`config.mk`:
```
export PLATFORM = sky130hd
export DESIGN_NAME = rfa_divider
export DESIGN_NICKNAME = d
export VERILOG_FILES = /design/src/relay_feedback_pid_autotuner_macros.svh /design/src/rfa_pkg.sv /design/src/rfa_divider.sv
export SDC_FILE = /design/constraint.sdc
export NUM_CORES = 1
export LEC_CHECK = 0
export BUFFER_PORTS_ARGS = -buffer_cell sky130_fd_sc_hd__buf_2
export CORE_AREA = 4 4 147 149
export DETAILED_ROUTE_END_ITERATION = 6
export DIE_AREA = 0 0 151 153
export PLACE_DENSITY = 0.85
export SLEW_MARGIN = 0
export SYNTH_ARGS = -nofsm -noshare
export SYNTH_HDL_FRONTEND = slang
export SYNTH_SLANG_ARGS = --single-unit
```
`constraint.sdc`:
```
create_clock -name clk -period 6.5 [get_ports clk]
set_input_delay 0.65 -clock clk [delete_from_list [all_inputs] [get_ports clk]]
set_output_delay 0.65 -clock clk [all_outputs]
set_load 0.02 [all_outputs]
```
`src/relay_feedback_pid_autotuner_macros.svh`:
```
// assertion macros for the autotuner
`ifndef RELAY_FEEDBACK_PID_AUTOTUNER_MACROS_SVH
`define RELAY_FEEDBACK_PID_AUTOTUNER_MACROS_SVH

// property that must hold in the cycle after a trigger
`define RFA_ASSERT_NEXT(label, clk, rst_n, trig, cond, msg) \
	label: assert property (@(posedge clk) disable iff (!rst_n) (trig) |=> (cond)) \
		else $error(msg);

// property that must hold in the same cycle as a trigger
`define RFA_ASSERT_NOW(label, clk, rst_n, trig, cond, msg) \
	label: assert property (@(posedge clk) disable iff (!rst_n) (trig) |-> (cond)) \
		else $error(msg);

`endif

```
`src/rfa_pkg.sv`:
```
package rfa_pkg;

	localparam int PeakSlots = 20;
	localparam int SlotW = 5;
	localparam int MaxCycles = 200;
	localparam int MaxTimeMs = 3600000;
	localparam int TimeW = 22;
	localparam logic [TimeW-1:0] TimeMax = {TimeW{1'b1}};

	localparam logic [2:0] CfgSetpoint = 3'd0;
	localparam logic [2:0] CfgHighStep = 3'd1;
	localparam logic [2:0] CfgLowStep = 3'd2;
	localparam logic [2:0] CfgCrossing = 3'd3;
	localparam logic [2:0] CfgPidMode = 3'd4;
	localparam logic [2:0] CfgPosAction = 3'd5;
	localparam logic [2:0] CfgAmpLimit = 3'd6;
	localparam logic [2:0] CfgPerLimit = 3'd7;

	localparam logic [1:0] StStarting = 2'd0;
	localparam logic [1:0] StRunning = 2'd1;
	localparam logic [1:0] StFailed = 2'd2;
	localparam logic [1:0] StSucceeded = 2'd3;

	typedef enum logic [2:0] {
		PH_INIT = 3'd0,
		PH_START = 3'd1,
		PH_RUN = 3'd2,
		PH_FAIL = 3'd3,
		PH_SUCCESS = 3'd4
	} phase_t;

	// controller states, one-hot
	typedef enum logic [7:0] {
		S_IDLE = 8'b0000_0001,
		S_STEP = 8'b0000_0010,
		S_SUMA = 8'b0000_0100,
		S_SUMP = 8'b0000_1000,
		S_CMP = 8'b0001_0000,
		S_DIV = 8'b0010_0000,
		S_GAIN = 8'b0100_0000,
		S_OUT = 8'b1000_0000
	} state_t;

	typedef struct packed {
		logic start;
		logic [63:0] num;
		logic [63:0] den;
	} div_req_t;

	typedef struct packed {
		logic busy;
		logic done;
		logic [63:0] quo;
	} div_rsp_t;

	function automatic logic [7:0] sat_inc(input logic [7:0] v);
		return (v == 8'hFF) ? v : v + 8'd1;
	endfunction

endpackage

```
`src/rfa_divider.sv`:
```
module rfa_divider import rfa_pkg::*; (
	input logic clk,
	input logic arst_n,
	input div_req_t req,
	output div_rsp_t rsp
);

	logic [63:0] rem_q, quo_q, den_q;
	logic [6:0] cnt_q;
	logic busy_q, done_q;
	logic [64:0] trial;

	assign trial = {rem_q, quo_q[63]} - {1'b0, den_q};

	always_ff @(posedge clk or negedge arst_n) begin
		if (!arst_n) begin
			busy_q <= 1'b0;
			done_q <= 1'b0;
			cnt_q <= '0;
		end else begin
			done_q <= 1'b0;
			if (req.start) begin
				busy_q <= 1'b1;
				cnt_q <= 7'd64;
			end else if (busy_q) begin
				cnt_q <= cnt_q - 7'd1;
				if (cnt_q == 7'd1) begin
					busy_q <= 1'b0;
					done_q <= 1'b1;
				end
			end
		end
	end

	// restoring division, one quotient bit per cycle
	always_ff @(posedge clk) begin
		if (req.start) begin
			rem_q <= '0;
			quo_q <= req.num;
			den_q <= req.den;
		end else if (busy_q) begin
			if (!trial[64]) begin
				rem_q <= trial[63:0];
				quo_q <= {quo_q[62:0], 1'b1};
			end else begin
				rem_q <= {rem_q[62:0], quo_q[63]};
				quo_q <= {quo_q[62:0], 1'b0};
			end
		end
	end

	assign rsp.busy = busy_q;
	assign rsp.done = done_q;
	assign rsp.quo = quo_q;

endmodule

```
* Word level (Yosys, flattened, before mapping)
Cells that the tools add are included.
** Word-level totals
- Bits of input ports :: 131
- Register bits :: 201
- Output and inout port bits :: 66
- Bits in read-only memories :: 0
- Memory bits (writable) :: 0
- Memories :: 0
- Bits in latches :: 0
** Cells by class
- $add $sub $neg :: 2
- $lt $le $gt $ge :: 0
- Multipliers :: 0
- Divide/modulo/power cells :: 0
- Reductions and logical operators :: 1
- Shifts and indexed selects :: 0
- Bitwise operators :: 0
- Mux-type cells :: 12
- Equality and inequality tests :: 1
** Operators by type and width (number)
- $mux W64 :: 3
- $sub A65 B64 Y65 :: 1
- $mux W7 :: 2
- $eq A7 B1 Y1 const B :: 1
- $mux W1 :: 7
- $sub A7 B1 Y7 const B :: 1
- $reduce_bool A2 Y1 :: 1

* Logic depth before layout (Yosys ltp)
Gate-level depths: netlist (run 1).
- Depth in word-level cells :: 4
- Depth in mapped cells :: 16
- Mapped depth without buffers :: 14

* Worst setup path before layout (run 1)
OpenSTA, ideal clock, no wires.
- Path type :: register -> register
- Start point :: register quo_q[63]
- End point :: register rem_q[3]
- Arrival :: 3.173 ns
- Slack :: 3.239 ns
- Path buffers :: 0
- Cell stages (with the launch flop) :: 15
- Data required time :: 6.412 ns
- Library setup time :: 0.088 ns
- Path through :: edfxtp_1 > inv_1 > ha_1 > fa_1 > nand2b_1 > a21oi_1 > o221ai_1 > nand3_1 > o311ai_1 > a21o_4 > a21oi_4 > a31oi_4 > xnor2_2 > or3_1 > a311oi_2
** Between the ends
- Word-level cells in the longest chain between the ends :: 2
** RTL lines
- start, declared :: RTL line rfa_divider.sv:8 : logic [63:0] rem_q, quo_q, den_q;
- start signal, assigned :: RTL line rfa_divider.sv:39 : quo_q <= req.num;
- start signal, assigned :: RTL line rfa_divider.sv:44 : quo_q <= {quo_q[62:0], 1'b1};
- start signal, assigned :: RTL line rfa_divider.sv:47 : quo_q <= {quo_q[62:0], 1'b0};
- $sub A65 B64 Y65 :: RTL line rfa_divider.sv:13 : assign trial = {rem_q, quo_q[63]} - {1'b0, den_q};
- $mux W64 :: RTL line rfa_divider.sv:42 : if (!trial[64]) begin
- end signal, assigned :: RTL line rfa_divider.sv:43 : rem_q <= trial[63:0];
- end signal, assigned :: RTL line rfa_divider.sv:46 : rem_q <= {rem_q[62:0], quo_q[63]};
- end, declared :: RTL line rfa_divider.sv:8
Every way passes these cells.
A chain may end at the register's enable or synchronous reset.

* Worst setup path in the final report (run 1)
- Start point :: register quo_q[63]
- End point :: register rem_q[14]
Same word-level chain as after synthesis.

==> impl_metrics.toml, run 1 <==
[drt]
wl_met3_um = 1910
drtIter0Drc = 661
wl_met1_um = 12100
route.detailed.drc = 0
viasPerCell = 5.87
vias = 9821
drt_first_pass_iters = 5
wl_met2_um = 14400
wl_um = 29600
ant_nets = 0
highest_layer = "met5"
wl_per_cell_um = 17.7

[yosys]
synth-seq-area-share_pct = 44.7
ys_ff_latch = 201
synth_cells = 1232
synth_edf_count = 128
synth_area_leader_cell = "edfxtp_1"
async_flop_share_pct = 4.48
synthFlopType = "edfxtp_1"
synth_warnings = 0
synthTopCellsByArea = "edfxtp_1 32%, dfxtp_1 11%, ha_1 6.9%"
synth_area_um2 = 12000
ys_types = 77
syn_nets = 1430
syn_avg_cell_area_um2 = 9.71
yosys.area.top_type_share_pct = 32.1

[clocking]
clock_sinks = 201
post_cts_buffers = 0
clk_latency_ps = 530
clk_pin_slew_ps = 60
cts_max_path_buffers = 3
ctsRootBufferMaster = "clkbuf_16"
cts_tree = "done"
cts_buffers = 22
cts_resized = 0
htreeDepth = 1

[timing]
setup_tns_ps = 0
worst_slack_ps = 2120
rsz0062_at_grt = "false"
hold_viol = 0
skew_ps = 23.4
finalSetupViolations = 0
relSlewSlack_pct = 29.2
tightest_slew_ps = 1060
max_freq_mhz = 228
final-max-slew-violation-count = 0
period_needed_ps = 4380
fin_crit_sh_pct = 67.4

[setup_path]
crit_arrival_ps = 4780
reg2reg_depth = 15
worst_setup_path_start_kind = "register"
crit_type = "register to register"
cpMaxStageDelayCell = "xnor2_4"
crit_chain = "inv_1 > ha_1 > fa_1 > nand2b_1 > a21oi_1 > o221ai_1 > nand3_1 > o311ai_1 > a21o_4 > a21oi_4 > a31oi_4 > xnor2_4 > buf_4 > nand2_1 > a311oi_1"
critical_path.max_fanout = 43
critical_path_required_ps = 6900
endpoint_kind = "register"
slowest_delay_ps = 590

[floorplan]
start_util_pct = 59.3
die_area_um2 = 23100
die_w_um = 151
ioPinCount = 197
core_area_um2 = 20200
rows = 52
die_h_um = 153

[grt]
first_global_vias = 9960
grtUsageTotal_pct = 25.2
grt_remaining_overflow = 0
grt_pass1_wl_um = 48300
antenna_found_initial = 1
grt_start_max_net_pins = 112

[pwr]
p_per_area_nw_per_um2 = 333
vdd_drop_max_v = 0.000271
power.total_mw = 4.56
leakage_nw = 5.96

[placed_design]
globalplace.congestion = 0.929
portBuffers = 196
postPlaceCellArea_um2 = 13000
place_hpwl_um = 20600
dpl_worst_slack_ps = 2240
dpl.cell_count = 1632

[run_status]
status = "finished, final reports clean"

[final_layout]
stdcell_area_um2 = 13700
layout_commonest_cell = "buf_2"
final_nets = 1585
final_cell_mix = "195 x buf_2, 165 x nand2_1, 128 x edfxtp_1"
syn_to_final_growth_pct = 14.5
drive_gt1_share_pct = 22.8
final_cell_count_no_fill = 1674

[worst_hold_path]
hold_depth = 1
min_path_type = "input pin to register"

[job]
drv_cap = 0
synthesized netlist by cell type (6+ instances only):
library cell	number
a211oi_1	14
a21o_1	31
a21oi_1	79
a311oi_1	50
a31oi_1	7
and2_1	6
and3_1	9
buf_2	16
buf_6	7
clkbuf_1	44
dfrtp_1	9
dfxtp_1	64
edfxtp_1	128
ha_1	66
inv_1	85
mux2_2	63
nand2_1	166
nand2b_1	14
nand3_1	26
nand4_1	19
nor2_1	99
nor2b_1	8
nor3_1	11
nor4_1	6
o211ai_1	6
o21a_1	9
o21ai_0	30
o21ai_1	15
o21bai_1	7
or3_1	9
xnor2_1	37
xor2_1	21
where the power goes:
| part | internal [mW] | total (mW) | switching [mW] |
|---|---|---|---|
| combinational | 0.662 | 1.65 | 0.988 |
| sequential | 1.58 | 1.74 | 0.153 |
| clock | 0.665 | 1.18 | 0.511 |
per-layer routing:
metal	up-vias	GRT usage, %
li1	4773	-
met1	4598	31.6
met2	359	42.3
met3	89	5.42
met4	2	9.93
met5	-	0
through the flow:
step,hold WS (ps),utilization (%)
6_report,296,67.9
5_1_grt,278,67.9
4_1_cts,278,67.9
3_5_place_dp,490,64.5
3_3_place_gp,480,64.5
2_1_floorplan,354,-
area by class of cell:
cell class	count	area [µm²]
inverters	86	323
flip-flops and latches	201	5350
clock inverters	7	58.8
multi-input cells	874	5960
diodes	1	2.50
clock buffers	33	622
fillers	1539	6470
well taps	270	338
repair buffers	202	1030
sequential cells by signal, indices dropped and copies added (netlist names):
name and count:
den_q 64, quo_q 64, rem_q 64, cnt_q 7, busy_q 1, done_q 1
path summary, 6_finish.rpt:
check                                  startpoint  slack, ps                     end
max in group asynchronous                  arst_n       5790        busy_q$_DFF_PN0_
setup reg to reg              quo_q[63]$_DFFE_PP_       2120  rem_q[14]$_SDFFE_PP0P_
setup / recovery              quo_q[63]$_DFFE_PP_       2120  rem_q[14]$_SDFFE_PP0P_
hold / removal                            req[61]        300     den_q[61]$_DFFE_PP_
hold reg to reg            rem_q[49]$_SDFFE_PP0P_        500  rem_q[50]$_SDFFE_PP0P_
min in group asynchronous                  arst_n        510    cnt_q[1]$_DFFE_PN0P_
critical path: cells and delay by family (launching register included):
| kind | cells | cell delay, ps |
|---|---|---|
| fa+ha+maj | 2 | 620 |
| buf+inv | 2 | 610 |
| compound gates | 7 | 1600 |
| xor+xnor | 1 | 590 |
| simple gates | 3 | 480 |
| flops | 1 | 340 |
cell families after synthesis:
| group | Yosys count | share of synthesized area, % |
|---|---|---|
| compound gates | 294 | 17.3 |
| xor+xnor | 60 | 4.52 |
| fa+ha+maj | 67 | 7.07 |
| buf+inv | 157 | 5.66 |
| flops | 201 | 44.7 |
| mux | 65 | 6.10 |
| simple gates | 388 | 14.7 |
what timing repair did:
action / 4_1_cts / 5_1_grt
hold endpoints to repair: 9 / 0
endpoints found under the setup margin: 0 / 0
hold buffers: 1 / 0
No activity file was read; power rests on OpenSTA's default activity.
==> inputs of run 2 (changes only) <==
- ABC_AREA: unset -> 1
- CORE_AREA: 4 4 147 149 -> 4 4 163 165
- DIE_AREA: 0 0 151 153 -> 0 0 167 169
- PLACE_DENSITY: 0.85 -> 0.82
- clock period: 6.5 -> 4.2 ns (I/O delays scaled with it)
==> impl_metrics.toml, run 2 <==
[run_status]
status = "finished, final reports clean"

[yosys]
ys_types = 35
synth_cells = 2283
synthTopCellsByCount = "1034 x nand2_1, 492 x inv_1, 132 x nand3_1"
yosys.area.top_type_share_pct = 26.6
synth_area_um2 = 14600
syn_nets = 2481
synth_warnings = 0
synth_area_leader_cell = "nand2_1"
synth_edf_count = 128
synthFlopType = "edfxtp_1"
synth-seq-area-share_pct = 36.7
yosys.cell_count.top_type = "nand2_1"
synthTopCellsByArea = "nand2_1 27%, edfxtp_1 26%, inv_1 13%"
syn_avg_cell_area_um2 = 6.39
async_flop_share_pct = 4.48
ys_ff_latch = 201

[final_layout]
drive_gt1_share_pct = 12.4
seqCellArea_um2 = 5350
top_regs = "den_q: 64 flops, quo_q: 64 flops, rem_q: 64 flops"
final_nets = 2669
multi_input_area_um2 = 7100
nFillCells = 2324
antenna_cells = 0
final_cell_count_no_fill = 2818
final_cell_mix = "1034 x nand2_1, 491 x inv_1, 195 x buf_2"
layout_commonest_cell = "nand2_1"
syn_to_final_growth_pct = 13.4

[setup_path]
worst_setup_path_start_kind = "register"
slowest_delay_ps = 490
critical_path_required_ps = 4630
crit_chain = "inv_1 > ha_1 > fa_1 > inv_1 > nand2_1 > nand2_1 > nand3_1 > nand2_2 > nand2_1 > nand2_2 > nand2_1 > nand2_2 > nand2_4 > nand2_4 > nand2_4 > nand2_2 > buf_12 > nand2_1 > nand3_1 > nand2_1"
endpoint_kind = "register"
cpMaxStageDelayCell = "nand2_2"
cp_top_family = "simple AND/OR/NAND/NOR gates"
crit_top_cell = "nand2_1"
crit_type = "register to register"
cp_num_buf_inv = 3
crit_arrival_ps = 3700
critical_path.max_fanout = 34

[clocking]
clock_sinks = 201
cts_resized = 0
clk_latency_ps = 540
htreeDepth = 1
cts_tree = "done"
post_cts_buffers = 0
clk_pin_slew_ps = 60
ctsRootBufferMaster = "clkbuf_16"
cts_max_path_buffers = 3
cts_buffers = 23

[drt]
highest_layer = "met5"
wl_met2_um = 20300
drtIter0Drc = 1229
wl_met1_um = 19600
ant_nets = 0
viasPerCell = 5.09
wl_met3_um = 3460
drt_first_pass_iters = 7
route.detailed.drc = 0
wl_um = 44700
vias = 14300
wl_per_cell_um = 15.9

[timing]
setup_tns_ps = 0
max_freq_mhz = 306
tightest_slew_ps = 1140
relSlewSlack_pct = 23.9
period_needed_ps = 3270
hold_viol = 0
finalSetupViolations = 0
rsz0062_at_grt = "false"
final-max-slew-violation-count = 0
fin_crit_sh_pct = 77.9
skew_ps = 14.7

[floorplan]
rows = 58
ioPinCount = 197
core_area_um2 = 25000
die_h_um = 169
start_util_pct = 58.2
die_w_um = 167
die_area_um2 = 28200

[worst_hold_path]
min_path_type = "input pin to register"

[grt]
grt_pass1_wl_um = 71100
grtUsageTotal_pct = 31.2
first_global_vias = 13700
grt_start_max_net_pins = 71
antenna_found_initial = 2
grt_remaining_overflow = 0

[placed_design]
dpl.cell_count = 2775
globalplace.congestion = 1.02
place_hpwl_um = 35200
portBuffers = 196

[pwr]
leakage_nw = 9.59
p_comb_share_pct = 14.4
p_per_area_nw_per_um2 = 304
power.total_mw = 5.02
vdd_drop_max_v = 0.000346
p_int_mw = 3.59
p_switching_mw = 1.43
p_sw_share_pct = 28.5
p_clk_share_pct = 39.3
p_seq_share_pct = 46.3

[job]
drv_cap = 0
## run 2: worst paths after layout
check                                  startpoint                endpoint  slack, ps  cells past startpoint
min in group asynchronous                  arst_n    cnt_q[3]$_DFFE_PN0P_        300                      2
min reg2reg                rem_q[18]$_SDFFE_PP0P_  rem_q[18]$_SDFFE_PP0P_        470                      2
max                           quo_q[63]$_DFFE_PP_   rem_q[4]$_SDFFE_PP0P_        930                     20
max in group asynchronous                  arst_n    cnt_q[5]$_DFFE_PN0P_       3710                      2
min                                       req[52]     den_q[52]$_DFFE_PP_         50                      1
max reg2reg                   quo_q[63]$_DFFE_PP_   rem_q[4]$_SDFFE_PP0P_        930                     20
## run 2: cell type report
type,instances,area share [%]
Multi-Input combinational cell,1543,43.0
Sequential cell,201,32.4
Inverter,496,11.3
Timing Repair Buffer,206,6.50
Clock buffer,25,3.59
Tap cell,330,2.50
Clock inverter,17,0.833
## run 2: logic make-up (layout without fill, tap and decap cells)
logic type | count (synthesis) | after routing | share of synthesized area (%)
DFF | 201 | 201 | 36.7
buffers and inverters | 539 | 744 | 14.7
and+or+nand+nor | 1373 | 1373 | 38.4
xor gates and xnor gates | 31 | 31 | 1.86
AOI/OAI and AO/OA | 72 | 72 | 2.52
adders and majority gates | 67 | 67 | 5.80
## run 2: power by group through the flow
stage / registers, mW / logic, mW / clock network [mW]
2_1_floorplan: 2.43 / 0.369 / 0
5_1_grt: 2.34 / 0.807 / 2.08
3_3_place_gp: 2.36 / 0.699 / 0
6_report: 2.32 / 0.724 / 1.97
3_5_place_dp: 2.36 / 0.716 / 0
4_1_cts: 2.32 / 0.720 / 1.99
## run 2: metal layers
metal  GRT usage, %  vias to the layer above
met4           9.28                        2
met5              0                        -
met1           42.2                     6464
li1               -                     7202
met3           5.11                       83
met2           51.8                      583
## run 2: what timing repair did
item	in CTS	in global routing
endpoints found under the hold margin	9	0
setup endpoints to repair	0	0
hold buffers	1	0
## run 2: metrics by stage
step / utilization, % / worst slack [ps] / hold WS (ps) / instance area [µm²]
after floorplan: - / 1540 / 124 / 14600
after global placement: 63.1 / 1120 / 278 / 15800
after detailed placement: 63.1 / 1000 / 286 / 15800
after CTS: 66.0 / 967 / 30.6 / 16500
after global routing: 66.0 / 675 / 42.0 / 16500
final: 66.0 / 927 / 50.9 / 16500
